===== config.mk =====
export PLATFORM = sky130hd
export DESIGN_NAME = button_debounce_edge_counter
export DESIGN_NICKNAME = d
export VERILOG_FILES = /design/src/sv/bde_pkg.sv /design/src/sv/bde_core.sv /design/src/sv/button_debounce_edge_counter.sv
export VERILOG_INCLUDE_DIRS = /design/src /design/src/sv
export SDC_FILE = /design/constraint.sdc
export NUM_CORES = 1
export LEC_CHECK = 0
export ABC_CLOCK_PERIOD_IN_PS = 12000
export CAP_MARGIN = 40
export CELL_PAD_IN_SITES_DETAIL_PLACEMENT = 1
export CELL_PAD_IN_SITES_GLOBAL_PLACEMENT = 2
export CORE_MARGIN = 2
export CORE_UTILIZATION = 42
export DETAILED_ROUTE_END_ITERATION = 8
export DONT_BUFFER_PORTS = 1
export MAX_ROUTING_LAYER = met4
export PLACE_DENSITY_LB_ADDON = 0.1
export SLEW_MARGIN = 40
export SYNTH_ARGS = -nofsm -noshare
export SYNTH_HDL_FRONTEND = slang
export SYNTH_SLANG_ARGS = --single-unit

===== constraint.sdc =====
create_clock -name aclk -period 12 [get_ports aclk]
set_input_delay 1.2 -clock aclk [delete_from_list [all_inputs] [get_ports aclk]]
set_output_delay 1.2 -clock aclk [all_outputs]
set_load 0.005 [all_outputs]

===== src/sv/assert_macros.svh =====
`ifndef ASSERT_MACROS_SVH
`define ASSERT_MACROS_SVH

// assertion helpers, clocked on aclk and quiet while aresetn is low

`ifndef ASSERT_OFF
`define ASSERT_CLK(lbl, prop, msg) \
    lbl: assert property (@(posedge aclk) disable iff (!aresetn) (prop)) else $error(msg);
`define ASSERT_NEVER(lbl, cond, msg) \
    lbl: assert property (@(posedge aclk) disable iff (!aresetn) !(cond)) else $error(msg);
`else
`define ASSERT_CLK(lbl, prop, msg)
`define ASSERT_NEVER(lbl, cond, msg)
`endif

`endif


===== src/sv/bde_pkg.sv =====
`timescale 1ns / 1ps

package bde_pkg;

    localparam int DEF_TIMER_WIDTH = 32;
    localparam int DEF_COUNT_WIDTH = 32;

    localparam int DEBOUNCE_W   = 32;
    localparam int EDGE_COUNT_W = 32;
    localparam int CFG_DATA_W   = 32;
    localparam int CFG_INDEX_W  = 2;

    localparam logic [CFG_INDEX_W-1:0] REG_DEBOUNCE_TICKS = 2'd0;
    localparam logic [CFG_INDEX_W-1:0] REG_COUNT_MODE     = 2'd1;
    localparam logic [CFG_INDEX_W-1:0] REG_INITIAL_LEVEL  = 2'd2;

    typedef enum logic [1:0] {
        MODE_BOTH    = 2'd0,
        MODE_FALLING = 2'd1,
        MODE_RISING  = 2'd2
    } edge_sel_t;

    localparam logic [DEBOUNCE_W-1:0] DEBOUNCE_RST   = '0;
    localparam logic [1:0]            COUNT_MODE_RST = MODE_FALLING;
    localparam logic                  INIT_LEVEL_RST = 1'b1;

    typedef struct packed {
        logic [DEBOUNCE_W-1:0] debounce_ticks;
        logic [1:0]            edge_sel;
        logic                  load_init;
        logic                  init_level;
    } bde_cfg_t;

    typedef struct packed {
        logic                    steady_out;
        logic                    pressed;
        logic                    released;
        logic [EDGE_COUNT_W-1:0] edge_count;
        logic                    raw_out;
    } bde_result_t;

endpackage


===== src/sv/bde_core.sv =====
`timescale 1ns / 1ps

module bde_core #(
    parameter int TIMER_WIDTH = bde_pkg::DEF_TIMER_WIDTH,
    parameter int COUNT_WIDTH = bde_pkg::DEF_COUNT_WIDTH
) (
    input  logic                 aclk,
    input  logic                 aresetn,
    input  bde_pkg::bde_cfg_t    cfg,
    input  logic                 step,
    input  logic                 pin_level,
    input  logic                 clear_count,
    output bde_pkg::bde_result_t result
);
    import bde_pkg::*;

    logic                   flicker_reg, flicker_next;
    logic                   steady_reg, steady_next;
    logic [TIMER_WIDTH-1:0] quiet_reg, quiet_next;
    logic [COUNT_WIDTH-1:0] edge_reg, edge_next;
    logic [COUNT_WIDTH-1:0] edge_base;
    logic                   fell, rose, count_it;

    always_comb begin
        flicker_next = flicker_reg;
        quiet_next   = quiet_reg;
        if (pin_level != flicker_reg) begin
            flicker_next = pin_level;
            quiet_next   = '0;
        end else if (quiet_reg != {TIMER_WIDTH{1'b1}}) begin
            quiet_next = quiet_reg + TIMER_WIDTH'(1);
        end

        steady_next = (64'(quiet_next) >= 64'(cfg.debounce_ticks)) ? pin_level : steady_reg;
        fell = steady_reg & ~steady_next;
        rose = ~steady_reg & steady_next;

        case (cfg.edge_sel)
            MODE_BOTH:    count_it = fell | rose;
            MODE_FALLING: count_it = fell;
            MODE_RISING:  count_it = rose;
            default:      count_it = 1'b0;
        endcase

        edge_base = clear_count ? '0 : edge_reg;
        edge_next = count_it ? edge_base + COUNT_WIDTH'(1) : edge_base;

        result.steady_out = steady_next;
        result.pressed    = fell;
        result.released   = rose;
        result.edge_count = EDGE_COUNT_W'(edge_next);
        result.raw_out    = pin_level;
    end

    always_ff @(posedge aclk) begin
        if (!aresetn) begin
            flicker_reg <= INIT_LEVEL_RST;
            steady_reg  <= INIT_LEVEL_RST;
            quiet_reg   <= '0;
            edge_reg    <= '0;
        end else if (cfg.load_init) begin
            flicker_reg <= cfg.init_level;
            steady_reg  <= cfg.init_level;
            quiet_reg   <= '0;
        end else if (step) begin
            flicker_reg <= flicker_next;
            steady_reg  <= steady_next;
            quiet_reg   <= quiet_next;
            edge_reg    <= edge_next;
        end
    end

endmodule


===== src/sv/button_debounce_edge_counter.sv =====
`timescale 1ns / 1ps
`include "assert_macros.svh"

// Button debouncer with a steady-edge counter.
// Input channel (s_): one request per tick, carrying the sampled pin level
// and a flag that clears the edge count before that tick is applied.
// Result channel (m_): one result per request with the debounced level,
// one-tick pressed/released flags, the edge count and the raw level.
// The result is registered and is valid the cycle after its request is accepted.
// Throughput: one request per clock; the state update is a compare, an
// increment and a few gates between the state registers and the result
// register.
// When the receiver stalls, the result register holds its value and a new
// request is taken only in the cycle the pending result leaves.
// Configuration: cfg_wr_en writes cfg_wdata to register cfg_index
// (0 debounce_ticks, 1 edge select, 2 initial_level); writing initial_level
// also reloads the raw and steady levels and restarts the quiet counter.
// Reset (aresetn low, synchronous): debounce_ticks 0, edge select falling,
// initial_level 1, both levels high, counters zero, no result pending.
module button_debounce_edge_counter #(
    parameter int TIMER_WIDTH = bde_pkg::DEF_TIMER_WIDTH,
    parameter int COUNT_WIDTH = bde_pkg::DEF_COUNT_WIDTH
) (
    input  logic                               aclk,
    input  logic                               aresetn,
    input  logic                               cfg_wr_en,
    input  logic [bde_pkg::CFG_INDEX_W-1:0]    cfg_index,
    input  logic [bde_pkg::CFG_DATA_W-1:0]     cfg_wdata,
    input  logic                               s_valid,
    output logic                               s_ready,
    input  logic                               s_pin_level,
    input  logic                               s_clear_count,
    output logic                               m_valid,
    input  logic                               m_ready,
    output logic                               m_steady_out,
    output logic                               m_pressed,
    output logic                               m_released,
    output logic [bde_pkg::EDGE_COUNT_W-1:0]   m_edge_count,
    output logic                               m_raw_out
);
    import bde_pkg::*;

    logic [DEBOUNCE_W-1:0] debounce_reg;
    logic [1:0]            mode_reg;
    logic                  init_level_reg;
    bde_cfg_t              core_cfg;
    bde_result_t           core_result;
    bde_result_t           out_reg;
    logic                  m_valid_reg;
    logic                  accept;

    assign s_ready = !m_valid_reg || m_ready;
    assign accept  = s_valid && s_ready;

    always_ff @(posedge aclk) begin
        if (!aresetn) begin
            debounce_reg   <= DEBOUNCE_RST;
            mode_reg       <= COUNT_MODE_RST;
            init_level_reg <= INIT_LEVEL_RST;
        end else if (cfg_wr_en) begin
            case (cfg_index)
                REG_DEBOUNCE_TICKS: debounce_reg   <= cfg_wdata[DEBOUNCE_W-1:0];
                REG_COUNT_MODE:     mode_reg       <= cfg_wdata[1:0];
                REG_INITIAL_LEVEL:  init_level_reg <= cfg_wdata[0];
                default:            ;
            endcase
        end
    end

    assign core_cfg.debounce_ticks = debounce_reg;
    assign core_cfg.edge_sel       = mode_reg;
    assign core_cfg.load_init      = cfg_wr_en && (cfg_index == REG_INITIAL_LEVEL);
    assign core_cfg.init_level     = cfg_wdata[0];

    bde_core #(
        .TIMER_WIDTH(TIMER_WIDTH),
        .COUNT_WIDTH(COUNT_WIDTH)
    ) u_core (
        .aclk        (aclk),
        .aresetn     (aresetn),
        .cfg         (core_cfg),
        .step        (accept),
        .pin_level   (s_pin_level),
        .clear_count (s_clear_count),
        .result      (core_result)
    );

    always_ff @(posedge aclk) begin
        if (!aresetn) begin
            m_valid_reg <= 1'b0;
        end else if (accept) begin
            m_valid_reg <= 1'b1;
        end else if (m_ready) begin
            m_valid_reg <= 1'b0;
        end
    end

    always_ff @(posedge aclk) begin
        if (accept) begin
            out_reg <= core_result;
        end
    end

    assign m_valid      = m_valid_reg;
    assign m_steady_out = out_reg.steady_out;
    assign m_pressed    = out_reg.pressed;
    assign m_released   = out_reg.released;
    assign m_edge_count = out_reg.edge_count;
    assign m_raw_out    = out_reg.raw_out;

    // a request always lands in the result register
    `ASSERT_CLK(a_accept_gives_result, accept |=> m_valid, "accepted request gave no result")
    `ASSERT_CLK(a_raw_passes, accept |=> (m_raw_out == $past(s_pin_level)), "raw level lost")
    `ASSERT_NEVER(a_pulse_excl, m_valid && m_pressed && m_released, "pressed and released together")
    `ASSERT_CLK(a_pressed_low, (m_valid && m_pressed) |-> !m_steady_out, "pressed with steady high")
    `ASSERT_CLK(a_released_high, (m_valid && m_released) |-> m_steady_out, "released with steady low")

endmodule

==> impl_metrics.json <==
{
  "grt_busiest_layer": "met2",
  "cts_buffers": 17,
  "grt.met1_usage_pct": 29.9,
  "start_util_pct": 43.2,
  "synth_area_per_cell_um2": 8.37,
  "hold_buffers": 0,
  "clock_latency_ps": 430,
  "grt_overflow_total": 0,
  "drt_iter0_markers": 339,
  "crit_fanout": 17,
  "ys_async_sr_fraction_pct": 0,
  "ios": 79,
  "coreArea_um2": 18800,
  "area_growth_pct": 9.39,
  "ys_seq_area_share_pct": 38.2,
  "drv_slew": 0,
  "synthFlopType": "dfxtp_1",
  "crit_type": "reg -> reg",
  "vias": 6888,
  "viasPerCell": 5.72,
  "p_sw_mw": 0.278,
  "hold_ws_ps": 462,
  "fin_worst_skew_ps": 11.6,
  "endpoint_kind": "flip-flop",
  "place_congestion": 0.834,
  "wl_um": 23900,
  "power.clock.fraction_pct": 48.6,
  "p_leak_nw": 3.05,
  "clkTransAtPathRegs_ps": 60,
  "synth_edf_count": 36,
  "cts_tree": "built",
  "tns_ps": 0,
  "ir_worst_vdd_uv": 92.5,
  "cts_setup_buffers": 0,
  "grt_max_degree": 75,
  "arrival_ps": 6560,
  "drc_errors": 0,
  "io_buffers": 0,
  "grt_pass1_wl_um": 38700,
  "htreeDepth": 4,
  "hpwl_um": 16400,
  "netlist-cell-type-count": 72,
  "cp-start-kind": "flip-flop",
  "yosys_warnings": 0,
  "power_frac_seq_pct": 44.0,
  "fp-row-count": 50,
  "dieArea_um2": 20500,
  "power.density_nw_per_um2": 128,
  "setup_viol": 0,
  "slew_headroom_pct": 46.2,
  "grtUsageTotal_pct": 24.9,
  "worstHoldPathType": "reg -> reg",
  "grt_use_met2_pct": 42.7,
  "syn-instance-count": 971,
  "antennaDiodeCount": 0,
  "post_cts_resized": 0,
  "min_period_over_period_pct": 51.8,
  "rsz0062_at_grt": "no",
  "maxCapViolCount": 0,
  "die_x_um": 143,
  "drt-pass1-iter-count": 5,
  "cts_buffer_depth": 2,
  "fmax_mhz": 161,
  "outcome": "complete, no violations",
  "grt_pass1_vias": 7313,
  "syn_area_um2": 8130,
  "antenna_left": 0,
  "drive_gt1_share_pct": 6.98,
  "worst_pin_slew_ps": 805,
  "cts_sinks": 137,
  "syn-num-nets": 1048,
  "routedWlPerCell_um": 19.8,
  "hold_viol": 0,
  "fp.dieH_um": 143,
  "ys_ff_latch": 137,
  "power.internal_mw": 0.856,
  "sw_frac_of_total_pct": 24.5,
  "fin_crit_ps": 6220,
  "nets": 1010,
  "power_frac_comb_pct": 7.4,
  "cts_root_buffer": "clkbuf_16",
  "required_ps": 12350,
  "antenna_found_initial": 0,
  "grtUsageMet3_pct": 5.03,
  "p_total_mw": 1.13,
  "utilization_pct": 47.2
}
==> cell type report <==
type	instances	area, um2
well taps	260	325
multi-input cells	733	4650
fillers	2222	9940
clock inverters	7	76.3
repair buffers	6	45.0
flip-flops and latches	137	3100
inverters	38	143
clock buffers	24	547
==> through the flow <==
stage          area, um2  setup WS [ps]  cells
2_1_floorplan       8130           6540    971
3_3_place_gp        8250           5770   1174
3_5_place_dp        8250           5640   1174
4_1_cts             8870           5690   1205
5_1_grt             8890           5200   1205
6_report            8890           5780   1205
==> critical path, stage by stage (launching register included) <==
cell      delay [ps]
dfxtp_1          570
nand4_4          210
nor4_4           560
and3_1           480
nor3_1           140
xnor2_1          220
nor2_1            80
ha_1             300
a21oi_1          160
o21ai_0          100
a221oi_1         280
o211ai_1         160
nor2_1           250
mux2i_1          230
ha_1             240
nor2b_1          130
o31a_2           460
nor4_4           740
nand3_1          210
or3_1            420
a21boi_0         180
==> routing by layer <==
metal | wire (um) | up-vias
li1 | - | 3344
met1 | 10700 | 3388
met2 | 11800 | 124
met3 | 982 | 32
met4 | 325 | 0
met5 | 0 | -
==> logic make-up after synthesis <==
| kind of cell | share of synthesized area (%) |
|---|---|
| AND/OR/NAND/NOR | 27.0 |
| AO/OA/AOI/OAI | 16.9 |
| flip-flops | 38.2 |
| buffers and inverters | 5.10 |
| XOR/XNOR | 6.25 |
| adder cells (fa/ha/maj) | 5.54 |
| multiplexers | 1.02 |
==> placed cells by master, fill, tap and decap left out, types with 6 or more instances in the layout <==
cell / netlist / final
a21boi_0: 50 / 50
nor4_1: 9 / 9
mux2i_1: 6 / 6
nor3_1: 12 / 12
xor2_1: 33 / 32
and3_1: 14 / 14
a31oi_1: 23 / 23
clkbuf_16: 0 / 21
ha_1: 36 / 36
dfxtp_1: 101 / 101
a21boi_1: 6 / 6
nor2_1: 73 / 73
xnor2_1: 25 / 24
buf_4: 4 / 6
nand3_1: 39 / 39
nand2b_1: 9 / 9
inv_1: 37 / 37
or3_1: 33 / 33
edfxtp_1: 36 / 36
nor2b_1: 16 / 16
nand4_1: 20 / 20
o211ai_1: 8 / 8
o21ai_0: 46 / 46
nand2_1: 150 / 149
a21oi_1: 47 / 47
==> path summary, 6_finish.rpt <==
path	cells past startpoint	slack, ps	from	endpoint
setup / recovery	20	5780	u_core.quiet_reg[11]	u_core.edge_reg[28]
hold / removal	2	460	debounce_reg[30]	debounce_reg[30]
setup reg to reg	20	5780	u_core.quiet_reg[11]	u_core.edge_reg[28]
hold reg to reg	2	460	debounce_reg[30]	debounce_reg[30]
==> cells in the mapped netlist, drive strengths merged (17+ instances only) <==
master	number	share of area (%)
or3	35	2.8
a21boi	57	5.4
a31oi	24	2.0
nor2b	17	1.3
dfxtp	101	25
o21ai	46	2.8
xnor2	25	2.7
inv	38	1.8
edfxtp	36	13
clkbuf	43	2.0
nand2	151	7.0
nor2	73	3.4
a21oi	47	2.9
nand3	43	3.0
buf	20	1.3
nand4	23	2.2
ha	36	5.5
xor2	33	3.6
==> power by group through the flow <==
stage               Combinational [mW]  Clock (mW)  Sequential, mW
floorplan                       0.0640           0           0.504
global placement                0.0800           0           0.509
detailed placement              0.0824           0           0.509
CTS                             0.0837       0.561           0.499
global route                    0.0938       0.581           0.501
finish                          0.0837       0.551           0.499
Power figures use the tool's default switching activity.
